$ cat src/fse_pkg.sv
package fse_pkg;

  // Width of a data value and of the padded stream data bus.
  localparam int VALUE_W = 30;
  localparam int TDATA_W = 32;
  localparam int TUSER_IN_W  = 1;
  localparam int TUSER_OUT_W = 2;

  // Operation codes carried on the input tuser bit.
  localparam logic OP_PUSH = 1'b0;
  localparam logic OP_PULL = 1'b1;

  // Bit positions in the output tuser.
  localparam int TUSER_VALID_BIT    = 0;
  localparam int TUSER_OVERFLOW_BIT = 1;

  // Commands from the controller to the datapath.
  typedef struct packed {
    logic load;       // take the input word into the datapath
    logic scan_step;  // advance the table scan by one slot
    logic inc;        // bump the count of the slot that matched
    logic append;     // add a new slot, or flag overflow when full
    logic take;       // claim the best slot found by the scan
    logic emit;       // load the output register
  } fse_cmd_t;

  // Status from the datapath to the controller.
  typedef struct packed {
    logic op_pull;    // the held word is a pull
    logic need_pick;  // no copies of the current slot remain
    logic match;      // the slot just read holds the pushed value
    logic scan_end;   // every occupied slot has been compared
    logic out_free;   // the output register can take a word
  } fse_sts_t;

endpackage

$ cat src/fse_ctrl.sv
module fse_ctrl (
  input  logic             clk,
  input  logic             rst,
  input  logic             s_tvalid,
  output logic             s_tready,
  input  fse_pkg::fse_sts_t sts,
  output fse_pkg::fse_cmd_t cmd
);

  localparam logic [2:0] ST_IDLE  = 3'd0;
  localparam logic [2:0] ST_START = 3'd1;
  localparam logic [2:0] ST_PSCAN = 3'd2;
  localparam logic [2:0] ST_KSCAN = 3'd3;
  localparam logic [2:0] ST_EMIT  = 3'd4;

  logic [2:0] state;
  logic [2:0] state_next;

  assign s_tready = (state == ST_IDLE);

  always_comb begin
    state_next = state;
    cmd        = '0;
    case (state)
      ST_IDLE: begin
        if (s_tvalid) begin
          cmd.load   = 1'b1;
          state_next = ST_START;
        end
      end
      ST_START: begin
        if (!sts.op_pull) begin
          state_next = ST_PSCAN;
        end else if (sts.need_pick) begin
          state_next = ST_KSCAN;
        end else begin
          state_next = ST_EMIT;
        end
      end
      ST_PSCAN: begin
        if (sts.match) begin
          cmd.inc    = 1'b1;
          state_next = ST_IDLE;
        end else if (sts.scan_end) begin
          cmd.append = 1'b1;
          state_next = ST_IDLE;
        end else begin
          cmd.scan_step = 1'b1;
        end
      end
      ST_KSCAN: begin
        if (sts.scan_end) begin
          cmd.take   = 1'b1;
          state_next = ST_EMIT;
        end else begin
          cmd.scan_step = 1'b1;
        end
      end
      ST_EMIT: begin
        if (sts.out_free) begin
          cmd.emit   = 1'b1;
          state_next = ST_IDLE;
        end
      end
      default: begin
        state_next = ST_IDLE;
      end
    endcase
  end

  always_ff @(posedge clk) begin
    if (rst) begin
      state <= ST_IDLE;
    end else begin
      state <= state_next;
    end
  end

endmodule

$ cat config.mk
export PLATFORM = sky130hd
export DESIGN_NAME = fse_ctrl
export DESIGN_NICKNAME = d
export VERILOG_FILES = /design/src/fse_pkg.sv /design/src/fse_ctrl.sv
export SDC_FILE = /design/constraint.sdc
export NUM_CORES = 1
export LEC_CHECK = 0
export ABC_AREA = 1
export BUFFER_PORTS_ARGS = -buffer_cell sky130_fd_sc_hd__buf_2
export CAP_MARGIN = 30
export CORE_AREA = 3 3 40 42
export DETAILED_ROUTE_END_ITERATION = 8
export DIE_AREA = 0 0 43 45
export PLACE_DENSITY = 0.54
export SLEW_MARGIN = 30
export SYNTH_ARGS = -nofsm -noshare
export SYNTH_HDL_FRONTEND = slang
export SYNTH_SLANG_ARGS = --single-unit
$ cat constraint.sdc
create_clock -name clk -period 1.15 [get_ports clk]
set_input_delay 0.0575 -clock clk [delete_from_list [all_inputs] [get_ports clk]]
set_output_delay 0.0575 -clock clk [all_outputs]
set_load 0.01 [all_outputs]
==> qor.yml <==
routing:
  post_drt_wl_per_cell_um: 8.918
  vias_per_cell: 4.247
  dr.pass1.iters: 1
  finalWirelength_um: 758
  ant_nets: 0
  dr.first_iter.drc_count: 0
  via_count: 361
  drc: 0
worst_setup_path:
  r2r_end: "state[0]"
  critical_path.slowest_cell: "dfxtp_4"
  cp_cell_sequence: "nor2_4 > nand2_2 > nor3_1 > buf_2"
  r2r_cells: 7
  cp-start-kind: "flip-flop"
  r2r_setup_slack_ps: 60
  cp.required_ps: 1090
  critPathKind: "flip-flop to primary output"
  worstPathArrival_ps: 1060
  path_max_fanout: 7
  slowest_delay_ps: 380
  regToRegStartpoint: "state[2]"
  crit_start: "state[2]"
  end_kind: "primary output"
timing:
  fmax_mhz: 890.9
  hold_viol: 0
  skew_ps: 5.671
  rsz0062_at_grt: "yes"
  fin_ws_ps: 27.56
  fin_crit_sh_pct: 97.60
  relSlewSlack_pct: 86.44
  fin_crit_ps: 1122
  tightest_slew_ps: 201.6
  finalSetupTns_ps: 0
  final-setup-viol-count: 0
  slew_violations: 0
layout:
  largest_register_ffs: 3
  antenna_cells: 0
  largest-register: "state"
  reg_top3: "state: 3 flops"
  fillCellCount: 150
  drive_above_1_share_pct: 54.29
  nNetsFinal: 79
  multi_input_area_um2: 206.4
  seqCellArea_um2: 71.32
  area.growth.synth_to_final_pct: 73.27
global_routing:
  grtUsageTotal_pct: 8.985
  grt_pass1_vias: 321
  antenna_found_initial: 0
  grt_max_degree: 8
  grt_pass1_wl_um: 1235
  overflow: 0
synthesis:
  synth_edf_count: 0
  synth_top_cell_area_share_pct: 22.12
  yosysSeqAreaShare_pct: 22.12
  synth_ff_type: "dfxtp_1"
  synth_warnings: 0
  synth.most_common_cell: "inv_1"
  syn_nets: 57
  ys_ff_latch: 3
  synthCells: 49
  synthesis.area_um2: 271.5
  ys_top_cells_by_area: "dfxtp_1 (22%), inv_1 (15%), nor2_1 (12%), nand2_1 (11%), nand2_2 (6.9%)"
  synth_commonest_cells: "inv_1 (11), nor2_1 (9), nand2_1 (8)"
  async_flop_share_pct: 0
  yosysTopAreaCell: "dfxtp_1"
  synth.avg_cell_area_um2: 5.541
  yosysUniqueCellTypes: 12
floorplan:
  die_w_um: 43
  dieArea_um2: 1935
  die_h_um: 45
  initial_utilization_pct: 21.13
  core_area_um2: 1285
  ioPinCount: 15
  core.rowCount: 13
pwr:
  power.switching_mw: 0.4597
  seq_power_share_pct: 27.1
  combPwrFrac_pct: 54.3
  intPower_mw: 0.5452
  p_clk_share_pct: 18.6
  p_sw_share_pct: 45.74
  power_leakage_nw: 0.2776
  peakVddDrop_uv: 732.0
  pwr_density_cell_nw_per_um2: 2136
worst_hold_path:
  min_from: "rst"
  min_to: "state[1]"
  hp-class: "input pin to flip-flop"
  holdPathStages: 4
flow_run:
  cap_violations: 0
clock_tree:
  tritoncts: "done"
  htree_levels: 1
  clkLatencyLatePin_ps: 230
  cts_buffer_depth: 2
  clock_sinks: 3
  clk_pin_slew_ps: 40
  cts_buffers: 3
  cts-root-buf: "clkbuf_4"
placement:
  place_congestion: 0.7585
  io_buffers: 14
  pre_cts_ws_ps: -8.350
  hpwl_um: 579.5
run_status:
  outcome: "completed"
==> area by class of cell <==
type                            count  share of cell area, %
Clock buffer                        4                  5.585
Sequential cell                     3                  15.16
Tap cell                           15                  3.989
Multi-Input combinational cell     34                  43.88
Timing Repair Buffer               18                  22.61
Inverter                           11                  8.777
==> logic make-up after synthesis <==
family / synth area share (%)
flops: 22.12
simple gates: 52.99
compound gates: 5.528
buf+inv: 19.35
==> how the worst max path moves through the flow <==
stage / end / slack [ps]
2_1_floorplan: state[0] / 90
3_3_place_gp: state[0] / 30
3_5_place_dp: state[0] / -8
4_1_cts: cmd[5] / 8
5_1_grt: state[2] / -40
6_report: cmd[2] / 30
==> placed cells by master (no fill, tap or decap), drive strengths merged <==
master / netlist / layout
nand3: 3 / 3
a21oi: 2 / 2
nor4: 2 / 2
clkbuf: 0 / 4
nor2: 12 / 12
nand2: 11 / 11
inv: 11 / 11
dfxtp: 3 / 3
buf: 1 / 18
nor3: 3 / 3
o21ai: 1 / 1
==> critical path, delay by kind of cell, from the launching register on <==
kind / cells / cell delay [ps]
buf+inv: 1 / 150
simple gates: 3 / 300
flops: 1 / 380
==> routing by layer <==
metal	global-route usage, %	up-vias	routed length (µm)
li1	-	196	-
met1	10.34	151	285
met2	13.47	12	391
met3	1.992	2	57
met4	9.036	0	24
met5	0	-	0
==> timing repair <==
| item | 4_1_cts | 5_1_grt |
|---|---|---|
| gates resized for setup | 8 | 12 |
| cloned | 0 | 0 |
| endpoints found under the setup margin | 8 | 7 |
| endpoints found under the hold margin | 0 | 0 |
| pin swaps | 2 | 3 |
| buffers inserted | 3 | 0 |
| hold buffers | 0 | 0 |
==> through the flow <==
step	total power [mW]	instances	utilization, %	hold slack (ps)	instance area [µm²]
detailed placement	0.6591	79	28.34	339.2	364.1
global route	1.107	85	36.61	120.7	470.5
global placement	0.6542	79	28.34	338.9	364.1
finish	1.005	85	36.61	86.62	470.5
floorplan	0.5335	49	-	165.7	271.5
CTS	0.9158	85	33.11	84.08	425.4
==> power by group through the flow <==
stage               clock network (mW)  logic, mW  registers [mW]
floorplan                            0      0.350           0.184
global placement                     0      0.440           0.214
detailed placement                   0      0.438           0.221
CTS                              0.193      0.481           0.241
global route                     0.201      0.621           0.285
finish                           0.187      0.546           0.273
No activity file was read; power rests on OpenSTA's default activity.
